==> config.mk <==
export PLATFORM = sky130hd
export DESIGN_NAME = hsv_to_rgb_converter
export DESIGN_NICKNAME = d
export VERILOG_FILES = /design/src/hdl/hsv2rgb_pkg.sv /design/src/hdl/hsv_to_rgb_converter.sv /design/src/hdl/hsv2rgb_clamp.sv /design/src/hdl/hsv2rgb_terms.sv /design/src/hdl/hsv2rgb_mult.sv /design/src/hdl/hsv2rgb_out.sv
export SDC_FILE = /design/constraint.sdc
export NUM_CORES = 2
export LEC_CHECK = 0
export BUFFER_PORTS_ARGS = -buffer_cell sky130_fd_sc_hd__buf_2
export CAP_MARGIN = 20
export CORE_MARGIN = 5
export CORE_UTILIZATION = 61
export DETAILED_ROUTE_END_ITERATION = 12
export GPL_ROUTABILITY_DRIVEN = 1
export PLACE_DENSITY = 0.89
export SYNTH_ARGS = -nofsm -noshare
export SYNTH_HDL_FRONTEND = slang
export SYNTH_SLANG_ARGS = --single-unit
==> constraint.sdc <==
create_clock -name clock -period 13.65 [get_ports clock]
set_input_delay 0.6825 -clock clock [delete_from_list [all_inputs] [get_ports clock]]
set_output_delay 0.6825 -clock clock [all_outputs]
set_load 0.005 [all_outputs]
==> src/hdl/hsv2rgb_pkg.sv <==
// ----------------------------------------------------------------------------
// hsv2rgb_pkg
// Shared types and constants for the HSV to RGB converter pipeline.
// ----------------------------------------------------------------------------
`default_nettype none

package hsv2rgb_pkg;

   // Bus widths
   localparam int REQ_TDATA_W = 48;   // hue(12) + sat(16) + val(16), padded to bytes
   localparam int RSP_TDATA_W = 24;   // red, green, blue

   // Clamp limits and fixed-point ones
   localparam logic [10:0] HUE_MAX  = 11'd1535;
   localparam logic [14:0] UNIT_ONE = 15'd16384;        // 1.0 in Q2.14
   localparam logic [22:0] FRAC_ONE = 23'd4194304;      // 1.0 in Q2.14 x 256

   typedef logic [14:0] unit_type;

   // Hexcone sector, hue[10:8] after clamping
   typedef enum logic [2:0] {
      SECTOR_0 = 3'd0,
      SECTOR_1 = 3'd1,
      SECTOR_2 = 3'd2,
      SECTOR_3 = 3'd3,
      SECTOR_4 = 3'd4,
      SECTOR_5 = 3'd5
   } sector_type;

   // Stage 1: clamped operands
   typedef struct packed {
      sector_type  sector;
      logic [7:0]  frac;
      unit_type    sat;
      unit_type    val;
   } clamp_type;

   // Stage 2: saturation products
   typedef struct packed {
      sector_type  sector;
      unit_type    val;
      unit_type    one_minus_s;   // 2^14 - s
      logic [22:0] s_f;           // s * f
      logic [22:0] s_g;           // s * (256 - f)
   } terms_type;

   // Stage 3: products with value
   typedef struct packed {
      sector_type  sector;
      unit_type    val;
      logic [28:0] p_prod;        // v * (2^14 - s)
      logic [36:0] q_prod;        // v * (2^22 - s*f)
      logic [36:0] t_prod;        // v * (2^22 - s*(256-f))
   } prod_type;

endpackage

`default_nettype wire

==> src/hdl/hsv_to_rgb_converter.sv <==
// ----------------------------------------------------------------------------
// hsv_to_rgb_converter
// Streaming HSV to 8-bit RGB pixel converter, four-stage pipeline.
// ----------------------------------------------------------------------------
// One pixel per clock: a new transaction is taken in every cycle while the
// output side keeps up. Each result passes through the four register stages
// (clamp, the saturation products, the value products, then the x255 scale
// and channel select into the output register) before it shows on
// rsp_tvalid; the first stage loads on the accepting edge. Each stage has
// its own valid bit and ready = !valid | ready_downstream, so a stall on
// rsp_tready fills bubbles first and backs up into req_tready only when all
// four stages are full.
// Hue is in 60/256-degree units and clamped to 0..1535; sat and val are
// Q2.14 and clamped to 0..16384. Levels are truncated toward zero.
// No configuration, no state between pixels.
// ----------------------------------------------------------------------------
`default_nettype none

module hsv_to_rgb_converter
   import hsv2rgb_pkg::*;
(
   input  wire logic                   clock,
   input  wire logic                   reset,
   // request stream
   input  wire logic                   req_tvalid,
   output      logic                   req_tready,
   input  wire logic [REQ_TDATA_W-1:0] req_tdata,   // hue[11:0], sat[27:12], val[43:28]
   // response stream
   output      logic                   rsp_tvalid,
   input  wire logic                   rsp_tready,
   output      logic [RSP_TDATA_W-1:0] rsp_tdata    // red[7:0], green[15:8], blue[23:16]
);

   // stage handshakes
   logic      s1_valid, s1_ready;
   logic      s2_valid, s2_ready;
   logic      s3_valid, s3_ready;
   clamp_type s1_data;
   terms_type s2_data;
   prod_type  s3_data;
   logic [7:0] red, green, blue;

   // Stage 1: clamp inputs, split hue into sector and fraction
   hsv2rgb_clamp u_clamp (
      .clock    (clock),
      .reset    (reset),
      .up_valid (req_tvalid),
      .up_ready (req_tready),
      .hue      (req_tdata[11:0]),
      .sat      (req_tdata[27:12]),
      .val      (req_tdata[43:28]),
      .dn_valid (s1_valid),
      .dn_ready (s1_ready),
      .dn_data  (s1_data)
   );

   // Stage 2: s*f and s*(1-f), plus 1-s
   hsv2rgb_terms u_terms (
      .clock    (clock),
      .reset    (reset),
      .up_valid (s1_valid),
      .up_ready (s1_ready),
      .up_data  (s1_data),
      .dn_valid (s2_valid),
      .dn_ready (s2_ready),
      .dn_data  (s2_data)
   );

   // Stage 3: multiply the p, q, t factors by value
   hsv2rgb_mult u_mult (
      .clock    (clock),
      .reset    (reset),
      .up_valid (s2_valid),
      .up_ready (s2_ready),
      .up_data  (s2_data),
      .dn_valid (s3_valid),
      .dn_ready (s3_ready),
      .dn_data  (s3_data)
   );

   // Stage 4: x255, truncate, map to channels by sector; drives the output
   hsv2rgb_out u_out (
      .clock    (clock),
      .reset    (reset),
      .up_valid (s3_valid),
      .up_ready (s3_ready),
      .up_data  (s3_data),
      .dn_valid (rsp_tvalid),
      .dn_ready (rsp_tready),
      .red      (red),
      .green    (green),
      .blue     (blue)
   );

   assign rsp_tdata = {blue, green, red};

endmodule

`default_nettype wire

==> src/hdl/hsv2rgb_clamp.sv <==
// ----------------------------------------------------------------------------
// hsv2rgb_clamp
// Stage 1: clamps hue, saturation and value and splits hue into sector/frac.
// ----------------------------------------------------------------------------
`default_nettype none

module hsv2rgb_clamp
   import hsv2rgb_pkg::*;
(
   input  wire logic        clock,
   input  wire logic        reset,
   input  wire logic        up_valid,
   output      logic        up_ready,
   input  wire logic [11:0] hue,
   input  wire logic [15:0] sat,
   input  wire logic [15:0] val,
   output      logic        dn_valid,
   input  wire logic        dn_ready,
   output      clamp_type   dn_data
);

   logic        valid_ff, valid_in;
   clamp_type   data_ff, data_in;
   logic [10:0] hue_c;

   assign up_ready = ~valid_ff | dn_ready;
   assign valid_in = up_ready ? up_valid : valid_ff;

   always_comb begin
      if (hue[11]) begin
         hue_c = '0;
      end else if (hue[10:0] > HUE_MAX) begin
         hue_c = HUE_MAX;
      end else begin
         hue_c = hue[10:0];
      end

      data_in.sector = sector_type'(hue_c[10:8]);
      data_in.frac   = hue_c[7:0];

      if (sat[15]) begin
         data_in.sat = '0;
      end else if (sat[14:0] > UNIT_ONE) begin
         data_in.sat = UNIT_ONE;
      end else begin
         data_in.sat = sat[14:0];
      end

      if (val[15]) begin
         data_in.val = '0;
      end else if (val[14:0] > UNIT_ONE) begin
         data_in.val = UNIT_ONE;
      end else begin
         data_in.val = val[14:0];
      end
   end

   always_ff @(posedge clock) begin
      if (reset) begin
         valid_ff <= 1'b0;
      end else begin
         valid_ff <= valid_in;
      end
   end

   always_ff @(posedge clock) begin
      if (up_ready && up_valid) begin
         data_ff <= data_in;
      end
   end

   assign dn_valid = valid_ff;
   assign dn_data  = data_ff;

endmodule

`default_nettype wire

==> src/hdl/hsv2rgb_terms.sv <==
// ----------------------------------------------------------------------------
// hsv2rgb_terms
// Stage 2: saturation times hue fraction and its complement.
// ----------------------------------------------------------------------------
`default_nettype none

module hsv2rgb_terms
   import hsv2rgb_pkg::*;
(
   input  wire logic      clock,
   input  wire logic      reset,
   input  wire logic      up_valid,
   output      logic      up_ready,
   input  wire clamp_type up_data,
   output      logic      dn_valid,
   input  wire logic      dn_ready,
   output      terms_type dn_data
);

   logic      valid_ff, valid_in;
   terms_type data_ff, data_in;
   logic [8:0] frac_c;   // 256 - f

   assign up_ready = ~valid_ff | dn_ready;
   assign valid_in = up_ready ? up_valid : valid_ff;

   always_comb begin
      frac_c              = 9'd256 - {1'b0, up_data.frac};
      data_in.sector      = up_data.sector;
      data_in.val         = up_data.val;
      data_in.one_minus_s = UNIT_ONE - up_data.sat;
      data_in.s_f         = 23'(up_data.sat) * 23'(up_data.frac);
      data_in.s_g         = 23'(up_data.sat) * 23'(frac_c);
   end

   always_ff @(posedge clock) begin
      if (reset) begin
         valid_ff <= 1'b0;
      end else begin
         valid_ff <= valid_in;
      end
   end

   always_ff @(posedge clock) begin
      if (up_ready && up_valid) begin
         data_ff <= data_in;
      end
   end

   assign dn_valid = valid_ff;
   assign dn_data  = data_ff;

endmodule

`default_nettype wire

==> src/hdl/hsv2rgb_mult.sv <==
// ----------------------------------------------------------------------------
// hsv2rgb_mult
// Stage 3: scales the p, q and t factors by value.
// ----------------------------------------------------------------------------
`default_nettype none

module hsv2rgb_mult
   import hsv2rgb_pkg::*;
(
   input  wire logic      clock,
   input  wire logic      reset,
   input  wire logic      up_valid,
   output      logic      up_ready,
   input  wire terms_type up_data,
   output      logic      dn_valid,
   input  wire logic      dn_ready,
   output      prod_type  dn_data
);

   logic        valid_ff, valid_in;
   prod_type    data_ff, data_in;
   logic [22:0] q_fac, t_fac;

   assign up_ready = ~valid_ff | dn_ready;
   assign valid_in = up_ready ? up_valid : valid_ff;

   always_comb begin
      q_fac          = FRAC_ONE - up_data.s_f;
      t_fac          = FRAC_ONE - up_data.s_g;
      data_in.sector = up_data.sector;
      data_in.val    = up_data.val;
      data_in.p_prod = 29'(up_data.val) * 29'(up_data.one_minus_s);
      data_in.q_prod = 37'(up_data.val) * 37'(q_fac);
      data_in.t_prod = 37'(up_data.val) * 37'(t_fac);
   end

   always_ff @(posedge clock) begin
      if (reset) begin
         valid_ff <= 1'b0;
      end else begin
         valid_ff <= valid_in;
      end
   end

   always_ff @(posedge clock) begin
      if (up_ready && up_valid) begin
         data_ff <= data_in;
      end
   end

   assign dn_valid = valid_ff;
   assign dn_data  = data_ff;

endmodule

`default_nettype wire

==> src/hdl/hsv2rgb_out.sv <==
// ----------------------------------------------------------------------------
// hsv2rgb_out
// Stage 4: times 255, truncation and sector channel mapping; output register.
// ----------------------------------------------------------------------------
`default_nettype none

module hsv2rgb_out
   import hsv2rgb_pkg::*;
(
   input  wire logic       clock,
   input  wire logic       reset,
   input  wire logic       up_valid,
   output      logic       up_ready,
   input  wire prod_type   up_data,
   output      logic       dn_valid,
   input  wire logic       dn_ready,
   output      logic [7:0] red,
   output      logic [7:0] green,
   output      logic [7:0] blue
);

   logic        valid_ff, valid_in;
   logic [7:0]  red_ff, green_ff, blue_ff;
   logic [7:0]  red_in, green_in, blue_in;
   logic [22:0] v_x255;
   logic [36:0] p_x255;
   logic [44:0] q_x255, t_x255;
   logic [7:0]  lvl_v, lvl_p, lvl_q, lvl_t;

   assign up_ready = ~valid_ff | dn_ready;
   assign valid_in = up_ready ? up_valid : valid_ff;

   always_comb begin
      // x * 255 = (x << 8) - x
      v_x255 = {up_data.val, 8'd0} - {8'd0, up_data.val};
      p_x255 = {up_data.p_prod, 8'd0} - {8'd0, up_data.p_prod};
      q_x255 = {up_data.q_prod, 8'd0} - {8'd0, up_data.q_prod};
      t_x255 = {up_data.t_prod, 8'd0} - {8'd0, up_data.t_prod};

      lvl_v = v_x255[21:14];
      lvl_p = p_x255[35:28];
      lvl_q = q_x255[43:36];
      lvl_t = t_x255[43:36];

      case (up_data.sector)
         SECTOR_0: begin
            red_in = lvl_v; green_in = lvl_t; blue_in = lvl_p;
         end
         SECTOR_1: begin
            red_in = lvl_q; green_in = lvl_v; blue_in = lvl_p;
         end
         SECTOR_2: begin
            red_in = lvl_p; green_in = lvl_v; blue_in = lvl_t;
         end
         SECTOR_3: begin
            red_in = lvl_p; green_in = lvl_q; blue_in = lvl_v;
         end
         SECTOR_4: begin
            red_in = lvl_t; green_in = lvl_p; blue_in = lvl_v;
         end
         default: begin
            red_in = lvl_v; green_in = lvl_p; blue_in = lvl_q;
         end
      endcase
   end

   always_ff @(posedge clock) begin
      if (reset) begin
         valid_ff <= 1'b0;
      end else begin
         valid_ff <= valid_in;
      end
   end

   always_ff @(posedge clock) begin
      if (up_ready && up_valid) begin
         red_ff   <= red_in;
         green_ff <= green_in;
         blue_ff  <= blue_in;
      end
   end

   assign dn_valid = valid_ff;
   assign red      = red_ff;
   assign green    = green_ff;
   assign blue     = blue_ff;

endmodule

`default_nettype wire

==> impl_metrics.ini <==
[setup_path]
criticalPathCategory = reg2reg
crit_slowest_cell = edfxtp_1
critPathRequiredTime_ns = 14.02
slowest_delay_ns = 0.69
worst-path-buf-inv = 5
crit_path_start_kind = flip-flop
r2r_start = u_terms.dn_data[0]
endpoint_kind = flip-flop
r2r-end = u_mult.dn_data[73]
critPathMostFrequentCell = fa_1
path_max_fanout = 19
path_delay_family = adder cells
arrival_ns = 9.41
worstRegToRegCells = 29
regToRegSetupSlack_ns = 4.61

[logic_synthesis]
yosys_warnings = 0
synth_compound_area_frac = 0.0667
yosysSeqAreaShare = 0.160
synth_edf_count = 263
synth_cells = 5309
synth-main-ff-cell = edfxtp_1
syn_nets = 6697
synthAdderAreaFrac = 0.467
yosysTopAreaCellShare = 0.351
syn_avg_cell_area_sq_um = 9.40
synth_top_area_cell = fa_1
postSynth.asyncResetShare = 0
synth_mux_area_frac = 0.00268
synth_top_family_by_area = adder cells
synth_area_sq_um = 49900
synthTopCellsByArea = fa_1, edfxtp_1, ha_1, inv_1, and2_1
ys_types = 80
yosys.area_share.simple = 0.172
synth_xor_xnor_area_share = 0.0383
synth_seq_cells = 267

[placed_design]
post-place-ws_ns = 4.51
hpwl_mm = 90.2
port_buffers = 73
dpl.cell_count = 6302
gp_congestion = 0.907

[min_path]
hp-start = reset
hold_path_depth = 2
min_to = u_mult.dn_valid
hold_class = in2reg

[final_layout]
stdcell_count = 6360
area_growth_pct = 4.99
antennaDiodeCount = 0
layout.nets = 6656
drive_gt1_frac = 0.0457

[clock_network]
cts_resized = 0
postCtsHoldBufs = 0
clk_pin_slew_ns = 0.07
cts_tree = yes
cts_buffer_depth = 3
h-tree-depth = 1
cts_root_buf = clkbuf_16
cts_sinks = 267
post-cts-setup-buffers = 0
clkLatencyLatePin_ns = 0.62
cts_buffers = 30

[floorplanning]
fp.dieW_um = 296
die_y_um = 296
ios = 78
die_area_sq_um = 87600
rows = 105
initial_core_util = 0.612
core_sq_um = 81600

[global_route]
gr-total-overflow = 0
grt_pass1_wl_mm = 200
grt_pass1_vias = 40800
grt_max_degree = 64
grt_use_total = 0.279
grt_antenna_before_repair = 1

[timing]
min_period_ns = 9.04
skew_ns = 0.0270
setup_viol = 0
max_slew_margin = 0.324
rsz0062_at_grt = false
drv_slew = 0
timing.fmax_ghz = 0.111
worst_slew_pin_slew_ns = 1.01
setup_ws_ns = 4.61
period_share = 0.662
fin_setup_tns_ns = 0
hold_viol_final = 0

[route]
vias = 37200
wl_per_cell_um = 18.8
drtPass1Iterations = 5
drtIter0Drc = 3124
antenna_left = 0
via_per_inst = 5.85
routed_wl_mm = 119
drc_errors = 0

[run]
maxCapViolCount = 0

[outcome]
status = complete, no violations
cell families after synthesis:
logic type,Yosys count
XOR/XNOR,215
adder cells (fa/ha/maj),1336
multiplexers,13
buffers and inverters,1255
AO/OA/AOI/OAI,510
AND/OR/NAND/NOR,1713
flip-flops,267
state kept, by name, indices dropped and copies added, names as in the netlist:
signal / flops
u_clamp.dn_valid: 1
u_out.green: 8
u_mult.dn_valid: 1
u_clamp.dn_data: 41
u_out.blue: 8
u_terms.dn_valid: 1
u_out.dn_valid: 1
u_mult.dn_data: 120
u_out.red: 8
u_terms.dn_data: 78
how the worst max path moves through the flow:
stage,to,from,slack (ns),cells after the start
floorplan,u_mult.dn_data[0],rsp_tready,3.43,2
global placement,u_mult.dn_data[73],u_terms.dn_data[0],4.71,28
detailed placement,u_mult.dn_data[73],u_terms.dn_data[0],4.51,28
CTS,u_mult.dn_data[73],u_terms.dn_data[0],4.44,28
global route,u_mult.dn_data[35],u_terms.dn_data[0],4.29,30
finish,u_mult.dn_data[73],u_terms.dn_data[0],4.61,29
synth_stat cells, types with 24 or more instances:
master	count
inv_1	1032
fa_1	875
nand2_1	673
and2_1	602
ha_1	461
edfxtp_1	263
clkbuf_1	218
nor2_1	177
xnor2_1	167
a21oi_1	152
o21ai_0	94
a21o_1	74
nor3_1	51
nand3_1	46
xor2_1	46
o21a_1	29
a211oi_1	24
nor2b_1	24
cells in the final DEF, fill, tap and decap left out, types with 76 or more instances in the layout:
| cell | instances |
|---|---|
| a21oi_1 | 151 |
| and2_1 | 602 |
| buf_4 | 76 |
| edfxtp_1 | 263 |
| fa_1 | 875 |
| ha_1 | 461 |
| inv_1 | 1032 |
| nand2_1 | 673 |
| nor2_1 | 177 |
| o21ai_0 | 94 |
| xnor2_1 | 167 |
per-layer routing:
metal	part of all wire	global-route usage	wire (um)
met3	0.094	0.0548	11200
met1	0.38	0.357	45600
met2	0.48	0.476	57300
met4	0.044	0.108	5250
met5	0.00011	0	13
cell type report:
type                       count  area [sq um]
multi-input combinational   3787         37300
fill                        5907         29200
sequential                   267          7980
inverter                    1032          3870
tap                         1070          1340
timing repair buffer         150           951
clock buffer                  33           762
clock inverter                21           249
worst register-to-register path: cells and delay by family, from the launching register on:
| kind | cells | cell delay (ns) |
|---|---|---|
| fa+ha+maj | 7 | 3.10 |
| simple gates | 8 | 2.09 |
| compound gates | 7 | 1.86 |
| xor+xnor | 2 | 0.51 |
| buf+inv | 5 | 0.56 |
| flops | 1 | 0.69 |
stage by stage:
stage | utilization | cell area, sq um | hold WS, ns
after floorplan | - | 49900 | 0.400
after global placement | 0.629 | 51300 | 0.402
after detailed placement | 0.629 | 51400 | 0.405
after CTS | 0.642 | 52400 | 0.240
after global routing | 0.642 | 52400 | 0.273
final | 0.642 | 52400 | 0.274
Power is left out: the tool's default activity adds up to more than one toggle a clock period on the data nets, which glitch-free logic cannot reach.
